File: src/rtl/lprd_pkg.sv
// ----------------------------------------------------------------------------
// Length-prefixed request deframer package
// Shared constants, phase encoding and the per-beat response record.
// ----------------------------------------------------------------------------
package lprd_pkg;

   localparam int DEFAULT_LENGTH_WIDTH = 16;
   localparam int LENGTH_VALUE_W       = 16;

   localparam logic [7:0] SPACE_CHAR = 8'h20;
   localparam logic [7:0] DIGIT_0    = 8'h30;
   localparam logic [7:0] DIGIT_9    = 8'h39;

   localparam logic [1:0] KIND_DELIM  = 2'd0;
   localparam logic [1:0] KIND_METHOD = 2'd1;
   localparam logic [1:0] KIND_HEADER = 2'd2;
   localparam logic [1:0] KIND_BODY   = 2'd3;

   localparam logic [1:0] STATUS_BUSY  = 2'd0;
   localparam logic [1:0] STATUS_DONE  = 2'd1;
   localparam logic [1:0] STATUS_ERROR = 2'd2;

   typedef enum logic [7:0] {
      PH_METHOD = 8'b0000_0001,
      PH_HLEN   = 8'b0000_0010,
      PH_HEADER = 8'b0000_0100,
      PH_SEP    = 8'b0000_1000,
      PH_BLEN   = 8'b0001_0000,
      PH_BODY   = 8'b0010_0000,
      PH_DONE   = 8'b0100_0000,
      PH_ERROR  = 8'b1000_0000
   } phase_type;

   typedef struct packed {
      logic [1:0]                field_kind;
      logic [7:0]                byte_out;
      logic                      field_last;
      logic                      length_valid;
      logic [LENGTH_VALUE_W-1:0] length_value;
      logic [1:0]                status;
   } rsp_type;

endpackage

File: src/rtl/lprd_req_if.sv
// ----------------------------------------------------------------------------
// Request byte channel
// Valid/ready channel carrying one raw request byte per beat.
// ----------------------------------------------------------------------------
interface lprd_req_if;
   logic       valid;
   logic       ready;
   logic [7:0] data_byte;

   modport source (output valid, output data_byte, input ready);
   modport sink   (input valid, input data_byte, output ready);
endinterface

File: src/rtl/lprd_rsp_if.sv
// ----------------------------------------------------------------------------
// Response channel
// Valid/ready channel carrying one deframer result per beat.
// ----------------------------------------------------------------------------
interface lprd_rsp_if;
   import lprd_pkg::*;

   logic                      valid;
   logic                      ready;
   logic [1:0]                field_kind;
   logic [7:0]                byte_out;
   logic                      field_last;
   logic                      length_valid;
   logic [LENGTH_VALUE_W-1:0] length_value;
   logic [1:0]                status;

   modport source (output valid, output field_kind, output byte_out, output field_last,
                   output length_valid, output length_value, output status, input ready);
   modport sink   (input valid, input field_kind, input byte_out, input field_last,
                   input length_valid, input length_value, input status, output ready);
endinterface

File: src/rtl/lprd_parser.sv
// ----------------------------------------------------------------------------
// Deframer parser
// Phase machine, length accumulator and byte countdown; one byte per advance.
// ----------------------------------------------------------------------------
module lprd_parser #(
   parameter int LENGTH_WIDTH = lprd_pkg::DEFAULT_LENGTH_WIDTH
) (
   input  logic              clock,
   input  logic              reset,
   input  logic              advance,
   input  logic [7:0]        data_byte,
   output lprd_pkg::rsp_type rsp
);
   import lprd_pkg::*;

   // Lengths are reported on a 16-bit field, so the limit never exceeds 16 bits.
   localparam int ACC_W = (LENGTH_WIDTH >= LENGTH_VALUE_W) ? LENGTH_VALUE_W : LENGTH_WIDTH;

   phase_type        phase_ff, phase_in;
   logic [ACC_W-1:0] acc_ff, acc_in;
   logic             digits_seen_ff, digits_seen_in;
   logic [ACC_W-1:0] remaining_ff, remaining_in;

   logic [ACC_W+3:0] acc_next;
   logic             acc_overflow;
   logic             is_space;
   logic             is_digit;
   logic [1:0]       kind;
   logic             last;
   logic             lvalid;

   assign is_space = (data_byte == SPACE_CHAR);
   assign is_digit = (data_byte inside {[DIGIT_0:DIGIT_9]});

   // acc * 10 + digit; anything in the top four bits is above the limit.
   assign acc_next = ({4'b0, acc_ff} << 3) + ({4'b0, acc_ff} << 1)
                   + (ACC_W+4)'(data_byte[3:0]);
   assign acc_overflow = |acc_next[ACC_W+3:ACC_W];

   always_comb begin
      phase_in       = phase_ff;
      acc_in         = acc_ff;
      digits_seen_in = digits_seen_ff;
      remaining_in   = remaining_ff;
      kind           = KIND_DELIM;
      last           = 1'b0;
      lvalid         = 1'b0;
      case (phase_ff)
         PH_METHOD: begin
            if (is_space) begin
               last           = 1'b1;
               phase_in       = PH_HLEN;
               acc_in         = '0;
               digits_seen_in = 1'b0;
            end else begin
               kind = KIND_METHOD;
            end
         end
         PH_HLEN, PH_BLEN: begin
            if (is_space) begin
               if (!digits_seen_ff) begin
                  phase_in = PH_ERROR;
               end else begin
                  lvalid         = 1'b1;
                  remaining_in   = acc_ff;
                  acc_in         = '0;
                  digits_seen_in = 1'b0;
                  if (phase_ff == PH_HLEN) begin
                     phase_in = (acc_ff == '0) ? PH_SEP : PH_HEADER;
                  end else begin
                     phase_in = (acc_ff == '0) ? PH_DONE : PH_BODY;
                  end
               end
            end else if (is_digit) begin
               if (acc_overflow) begin
                  phase_in = PH_ERROR;
               end else begin
                  acc_in         = acc_next[ACC_W-1:0];
                  digits_seen_in = 1'b1;
               end
            end else begin
               phase_in = PH_ERROR;
            end
         end
         PH_HEADER: begin
            kind         = KIND_HEADER;
            remaining_in = remaining_ff - 1'b1;
            if (remaining_ff == ACC_W'(1)) begin
               last     = 1'b1;
               phase_in = PH_SEP;
            end
         end
         PH_SEP: begin
            phase_in       = PH_BLEN;
            acc_in         = '0;
            digits_seen_in = 1'b0;
         end
         PH_BODY: begin
            kind         = KIND_BODY;
            remaining_in = remaining_ff - 1'b1;
            if (remaining_ff == ACC_W'(1)) begin
               last     = 1'b1;
               phase_in = PH_DONE;
            end
         end
         default: begin
         end
      endcase
   end

   always_comb begin
      rsp.field_kind   = kind;
      rsp.byte_out     = data_byte;
      rsp.field_last   = last;
      rsp.length_valid = lvalid;
      rsp.length_value = lvalid ? LENGTH_VALUE_W'(acc_ff) : '0;
      if (phase_in == PH_DONE) begin
         rsp.status = STATUS_DONE;
      end else if (phase_in == PH_ERROR) begin
         rsp.status = STATUS_ERROR;
      end else begin
         rsp.status = STATUS_BUSY;
      end
   end

   always_ff @(posedge clock) begin
      if (reset) begin
         phase_ff       <= PH_METHOD;
         acc_ff         <= '0;
         digits_seen_ff <= 1'b0;
         remaining_ff   <= '0;
      end else if (advance) begin
         phase_ff       <= phase_in;
         acc_ff         <= acc_in;
         digits_seen_ff <= digits_seen_in;
         remaining_ff   <= remaining_in;
      end
   end

endmodule

File: src/rtl/lprd_out_stage.sv
// ----------------------------------------------------------------------------
// Response output register
// Holds one result beat until the consumer takes it.
// ----------------------------------------------------------------------------
module lprd_out_stage (
   input  logic              clock,
   input  logic              reset,
   input  logic              load,
   input  lprd_pkg::rsp_type rsp,
   output logic              has_room,
   lprd_rsp_if.source        rsp_bus
);
   import lprd_pkg::*;

   logic    valid_ff, valid_in;
   rsp_type data_ff;

   assign has_room = !valid_ff || rsp_bus.ready;
   assign valid_in = load || (valid_ff && !rsp_bus.ready);

   always_ff @(posedge clock) begin
      if (reset) begin
         valid_ff <= 1'b0;
      end else begin
         valid_ff <= valid_in;
      end
   end

   always_ff @(posedge clock) begin
      if (load) begin
         data_ff <= rsp;
      end
   end

   assign rsp_bus.valid        = valid_ff;
   assign rsp_bus.field_kind   = data_ff.field_kind;
   assign rsp_bus.byte_out     = data_ff.byte_out;
   assign rsp_bus.field_last   = data_ff.field_last;
   assign rsp_bus.length_valid = data_ff.length_valid;
   assign rsp_bus.length_value = data_ff.length_value;
   assign rsp_bus.status       = data_ff.status;

endmodule

File: src/rtl/length_prefixed_request_deframer_core.sv
// ----------------------------------------------------------------------------
// Length-prefixed request deframer core
// Splits a byte stream of the form method, header length, header, separator,
// body length, body into tagged result beats, one result per input byte.
//
//   Channel   Dir   Beat content
//   req_bus   in    data_byte
//   rsp_bus   out   field_kind, byte_out, field_last, length_valid,
//                   length_value, status
//
// One byte per cycle sustained while rsp_bus takes results; rsp valid rises
// after the req beat passes the input register, then the result register.
// The rate is set by the phase update between the two registers.
// Reset is synchronous and returns the parser to the method phase.
// A stalled rsp_bus holds the result register; the input register takes a
// byte only if empty; req_bus.ready then stays low until the result moves on.
// ----------------------------------------------------------------------------
module length_prefixed_request_deframer_core #(
   parameter int LENGTH_WIDTH = lprd_pkg::DEFAULT_LENGTH_WIDTH
) (
   input logic        clock,
   input logic        reset,
   lprd_req_if.sink   req_bus,
   lprd_rsp_if.source rsp_bus
);
   import lprd_pkg::*;

   logic       req_valid_ff, req_valid_in;
   logic [7:0] req_byte_ff;
   logic       advance;
   logic       out_room;
   rsp_type    step_rsp;

   assign advance       = req_valid_ff && out_room;
   assign req_bus.ready = !req_valid_ff || advance;
   assign req_valid_in  = (req_bus.valid && req_bus.ready) || (req_valid_ff && !advance);

   always_ff @(posedge clock) begin
      if (reset) begin
         req_valid_ff <= 1'b0;
      end else begin
         req_valid_ff <= req_valid_in;
      end
   end

   always_ff @(posedge clock) begin
      if (req_bus.valid && req_bus.ready) begin
         req_byte_ff <= req_bus.data_byte;
      end
   end

   lprd_parser #(
      .LENGTH_WIDTH (LENGTH_WIDTH)
   ) u_parser (
      .clock     (clock),
      .reset     (reset),
      .advance   (advance),
      .data_byte (req_byte_ff),
      .rsp       (step_rsp)
   );

   lprd_out_stage u_out_stage (
      .clock    (clock),
      .reset    (reset),
      .load     (advance),
      .rsp      (step_rsp),
      .has_room (out_room),
      .rsp_bus  (rsp_bus)
   );

endmodule
File: src/flat_wrapper.sv
// flat-port wrapper written by rule: the top's interface ports become plain ports
module length_prefixed_request_deframer_core_flat import lprd_pkg::*;
#(
   parameter int LENGTH_WIDTH = lprd_pkg::DEFAULT_LENGTH_WIDTH
)
  (clock, reset, req_bus_valid, req_bus_data_byte, req_bus_ready, rsp_bus_valid, rsp_bus_field_kind, rsp_bus_byte_out, rsp_bus_field_last, rsp_bus_length_valid, rsp_bus_length_value, rsp_bus_status, rsp_bus_ready);
  lprd_req_if req_bus_i ();
  lprd_rsp_if rsp_bus_i ();
  input logic clock;
  input logic reset;
  input wire logic [$bits(req_bus_i.valid)-1:0] req_bus_valid;
  input wire logic [$bits(req_bus_i.data_byte)-1:0] req_bus_data_byte;
  output wire logic [$bits(req_bus_i.ready)-1:0] req_bus_ready;
  output wire logic [$bits(rsp_bus_i.valid)-1:0] rsp_bus_valid;
  output wire logic [$bits(rsp_bus_i.field_kind)-1:0] rsp_bus_field_kind;
  output wire logic [$bits(rsp_bus_i.byte_out)-1:0] rsp_bus_byte_out;
  output wire logic [$bits(rsp_bus_i.field_last)-1:0] rsp_bus_field_last;
  output wire logic [$bits(rsp_bus_i.length_valid)-1:0] rsp_bus_length_valid;
  output wire logic [$bits(rsp_bus_i.length_value)-1:0] rsp_bus_length_value;
  output wire logic [$bits(rsp_bus_i.status)-1:0] rsp_bus_status;
  input wire logic [$bits(rsp_bus_i.ready)-1:0] rsp_bus_ready;
  assign req_bus_i.valid = req_bus_valid;
  assign req_bus_i.data_byte = req_bus_data_byte;
  assign req_bus_ready = req_bus_i.ready;
  assign rsp_bus_valid = rsp_bus_i.valid;
  assign rsp_bus_field_kind = rsp_bus_i.field_kind;
  assign rsp_bus_byte_out = rsp_bus_i.byte_out;
  assign rsp_bus_field_last = rsp_bus_i.field_last;
  assign rsp_bus_length_valid = rsp_bus_i.length_valid;
  assign rsp_bus_length_value = rsp_bus_i.length_value;
  assign rsp_bus_status = rsp_bus_i.status;
  assign rsp_bus_i.ready = rsp_bus_ready;
  length_prefixed_request_deframer_core #(.LENGTH_WIDTH(LENGTH_WIDTH)) u_core (.clock(clock), .reset(reset), .req_bus(req_bus_i), .rsp_bus(rsp_bus_i));
endmodule
File: config.mk
export PLATFORM = sky130hd
export DESIGN_NAME = length_prefixed_request_deframer_core_flat
export DESIGN_NICKNAME = d
export VERILOG_FILES = /design/src/rtl/lprd_pkg.sv /design/src/rtl/lprd_req_if.sv /design/src/rtl/lprd_rsp_if.sv /design/src/rtl/lprd_parser.sv /design/src/rtl/lprd_out_stage.sv /design/src/rtl/length_prefixed_request_deframer_core.sv /design/src/flat_wrapper.sv
export SDC_FILE = /design/constraint.sdc
export NUM_CORES = 1
export LEC_CHECK = 0
export BUFFER_PORTS_ARGS = -buffer_cell sky130_fd_sc_hd__clkbuf_2
export CORE_MARGIN = 2
export CORE_UTILIZATION = 54
export CTS_CLUSTER_SIZE = 16
export DETAILED_ROUTE_END_ITERATION = 7
export GPL_ROUTABILITY_DRIVEN = 0
export GPL_TIMING_DRIVEN = 0
export PLACE_DENSITY = 0.72
export SKIP_LAST_GASP = 1
export SLEW_MARGIN = 20
export SYNTH_ARGS = -nofsm -noshare
export SYNTH_HDL_FRONTEND = slang
export SYNTH_HIERARCHICAL = 1
export SYNTH_SLANG_ARGS = --single-unit
File: constraint.sdc
create_clock -name clock -period 3.1 [get_ports clock]
set_input_delay 0.155 -clock clock [delete_from_list [all_inputs] [get_ports clock]]
set_output_delay 0.155 -clock clock [all_outputs]
set_load 0.05 [all_outputs]
==> results.md <==
- Status: finished, violations left
- Iteration-0 DRC count of the detailed router: 333
- Worst-path fanout max: 3
- Max IR drop VDD: 266 uV
- Pre-CTS setup slack: -558 ps
- Count of flip-flops with a built-in enable after synthesis: 38
- Synth area leader: edfxtp_1
- Failing checks: negative setup slack
- CTS Root Cell: clkbuf_8
- Standard-cell row count: 34
- Max-cap violation count: 0
- Hold path cells: 3
- Die extent in x: between 90 and 100 um
- R2R Path Start: u_core/req_byte_ff[3]$_DFFE_PP_
- Mapped Nets: between 500 and 600
- Non-filler cells, final: 710
- Crit path max-delay cell type: or4b_4
- Largest net degree at the start of global routing: 36
- Rel. slew slack: 44.2%
- Max stage delay on crit path: 550 ps
- I/O Pins: 44
- R2r endpoint: u_core/u_out_stage/rsp_bus.status[1]$_DFFE_PP_
- # DRC: 0
- Final HPWL DP: 8720 um
- Final setup margin: -247 ps
- Post-DP Area: just over 5000 um2
- Reg2reg setup slack: -250 ps
- Most frequent cell on the critical path: inv_2
- Routed wire length: 12,500 um
- Final clock skew: 20.9 ps
- Antenna Nets Post-Route: 0
- HP Start: req_bus_valid
- Antenna Cells: 0
- Clk_lat worst skew: between 300 and 400 ps
- R2r worst-path depth: 14
- Max-slew violations: 0
- Initial antenna violation count: 0
- FMAX: 299 MHz
- Synth Register Bits: 81
- Worst Path Arrival: approximately 3500 ps
- Initial Util: 55.3%
- Yosys top cell area share: 23.9%
- Drt pass-1 iters: 5
- Final nets: 644
- CP Launch Type: flop
- Top FF cell, synth: dfxtp_1
- Gr ovfl total: 0
- Grt met1 use: 34.1%
- Synth top area cells: edfxtp_1 24%, dfxtp_1 18%, ha_1 8.6%
- Met2 usage: between 40% and 50%
- Clock Pin Slew Worst Setup and Hold Paths: 90 ps
- Share of cells above drive strength 1: a little over a quarter
- CP endpoint kind: flop
- Die Span Y: between 90 and 100 um
- Power Density: around 380 nW/um2
- IO buf count: 43
- First-pass GRT wire length: between 20,000 and 25,000 um
- Sequential share of the synthesized area: 41.9%
- Via count: 4,350
- Fin Setup TNS: -4110 ps
- Asr flop ratio synth: 0%
- YS warnings: 6
- Vias in the first global route: between 4,000 and 5,000
- Hold Crit Endpoint: u_core/req_valid_ff$_SDFF_PP0_
- Design Area, Final: between 5000 and 6000 um2
- Cells after Synth: 518
- CP Cell Sequence: inv_2 > fa_1 > inv_2 > fa_2 > a21o_4 > a31oi_4 > or4b_4 > a21boi_4 > o221ai_4 > buf_4 > buf_6 > nor3_4 > nor2_2 > o211a_1
- H-Tree Depth: 3
- Clock Sink Count: between 80 and 90
- WP data required: 3220 ps
- Critical path class: flop to flop
- LEAKAGE: about 2.3 nW
- Cell variety after synth: 69
- Worst-margin pin slew: 837 ps
- CTS Buf Count: 9
- Gr busiest metal: met2
- Inst Count DP: 669
- Vias per std cell: approximately 6.1
- Mapped Area: around 4800 um2
- RSZ-0062 raised after global routing: yes
- Die area: 9610 um2
- CTS tree: yes
- Core area: 8640 um2
- # setup viols final: 24
- Period utilisation layout: 108%
- HP Class: input port to flop
- Worst hold slack: 37.2 ps
- Total GRT Usage: 26.5%
- Mean Syn Cell Area: 9.22 um2
- Avg WL per Cell: approximately 18 um
- Fin. Hold Viols: 0
- Layout overhead on the synthesized area: 21.1%
- CTS Buffer Depth: 2
- M3 GR Usage: 6.16%
- Fin crit period: about 3300 ps
==> critical path, delay by kind of cell, from the launching register on <==
family | cells | cell delay, ps
simple gates | 3 | 810
compound gates | 5 | 780
fa+ha+maj | 2 | 620
buf+inv | 4 | 470
flops | 1 | 430
==> stage by stage <==
| stage | power [mW] | util [%] |
|---|---|---|
| 2_1_floorplan | 1.32 | - |
| 3_3_place_gp | 1.36 | 59.9 |
| 3_5_place_dp | 1.37 | 59.9 |
| 4_1_cts | 2.22 | 65.3 |
| 5_1_grt | 2.29 | 67.0 |
| 6_report | 2.21 | 67.0 |
==> power by group <==
| group | internal (mW) | switching (mW) |
|---|---|---|
| clock network | 0.457 | 0.393 |
| registers | 1.14 | 0.0153 |
| logic | 0.0641 | 0.140 |
==> how the worst max path moves through the flow <==
stage / startpoint / to / slack, ps / depth (start not counted)
2_1_floorplan: u_core/req_byte_ff[3]$_DFFE_PP_ / u_core/u_out_stage/rsp_bus.status[0]$_DFFE_PP_ / -30 / 12
3_3_place_gp: u_core/u_parser/acc_ff[0]$_SDFFE_PP0P_ / u_core/u_out_stage/rsp_bus.status[0]$_DFFE_PP_ / -510 / 12
3_5_place_dp: u_core/u_parser/acc_ff[5]$_SDFFE_PP0P_ / u_core/u_out_stage/rsp_bus.status[0]$_DFFE_PP_ / -560 / 11
4_1_cts: u_core/req_byte_ff[3]$_DFFE_PP_ / u_core/u_parser/acc_ff[15]$_SDFFE_PP0P_ / -210 / 13
5_1_grt: u_core/u_parser/acc_ff[8]$_SDFFE_PP0P_ / u_core/u_out_stage/rsp_bus.status[0]$_DFFE_PP_ / -390 / 10
6_report: u_core/req_byte_ff[3]$_DFFE_PP_ / u_core/u_out_stage/rsp_bus.status[1]$_DFFE_PP_ / -250 / 14
==> cells by family after synthesis <==
logic type | count (synthesis) | synth area share (%)
AND/OR/NAND/NOR | 207 | 23.3
buffers and inverters | 51 | 5.37
flip-flops | 81 | 41.9
adder cells (fa/ha/maj) | 35 | 9.49
XOR/XNOR | 13 | 2.38
AO/OA/AOI/OAI | 131 | 17.5
==> area by class of cell <==
class	count	area [um2]
Buffer	29	174
Clock buffer	10	128
Clock inverter	6	90.1
Fill cell	681	2850
Inverter	22	82.6
Multi-Input combinational cell	386	2720
Sequential cell	81	2020
Tap cell	108	135
Timing Repair Buffer	68	433
==> Yosys cell counts, drive strengths merged, types with 2 or more instances <==
master and instances:
or4 4, a21oi 40, nand2b 2, o22ai 7
or3 4, xor2 6, o21a 3, nor3 13
a211oi 6, nor2b 2, o21ai 39, a211o 3
nor4 11, clkbuf 12, edfxtp 38, nor2 41
xnor2 7, nand4b 2, nand2 56, ha 33
o211ai 2, nor3b 2, nand3 35, inv 21
nand4 5, buf 17, a21o 4, o32ai 4
nor4b 5, dfxtp 43, a22oi 5, o31ai 3
and2 19, fa 2, a31oi 3
==> state kept, by name (all words and copies together) (netlist names) <==
signal / count
u_core/u_out_stage/rsp_bus.length_value: 16
u_core/u_parser/acc_ff: 16
u_core/u_parser/remaining_ff: 16
u_core/req_byte_ff: 8
u_core/u_out_stage/rsp_bus.byte_out: 8
u_core/u_parser/phase_ff: 8
u_core/u_out_stage/rsp_bus.field_kind: 2
u_core/u_out_stage/rsp_bus.status: 2
u_core/req_valid_ff: 1
u_core/u_out_stage/rsp_bus.field_last: 1
u_core/u_out_stage/rsp_bus.length_valid: 1
u_core/u_out_stage/rsp_bus.valid: 1
u_core/u_parser/digits_seen_ff: 1
==> what timing repair did <==
| item | 4_1_cts | 5_1_grt |
|---|---|---|
| cloned | 0 | 0 |
| hold buffers | 9 | 0 |
| endpoints found under the setup margin | 24 | 27 |
| buffers inserted | 11 | 5 |
| resized for setup | 22 | 29 |
| endpoints found under the hold margin | 10 | 0 |
| pin swaps | 9 | 13 |
==> cells in the final DEF (no fill, tap or decap), types with 8 or more instances in the layout <==
master / count
a21oi_1: 35
and2_1: 17
buf_4: 24
clkbuf_1: 13
clkbuf_2: 43
clkbuf_8: 9
dfxtp_1: 29
dfxtp_2: 12
dlygate4sd3_1: 9
edfxtp_1: 38
ha_1: 31
inv_1: 18
nand2_1: 54
nand3_1: 29
nor2_1: 38
nor3_1: 11
nor4_1: 8
o21ai_0: 19
o21ai_1: 15
==> layer usage <==
metal | routed length [um] | vias to the layer above
met5 | 0 | -
met4 | 237 | 0
met3 | 815 | 22
met2 | 6200 | 191
met1 | 5290 | 2068
li1 | - | 2069
Note: power is estimated with default switching activity, not from simulation.
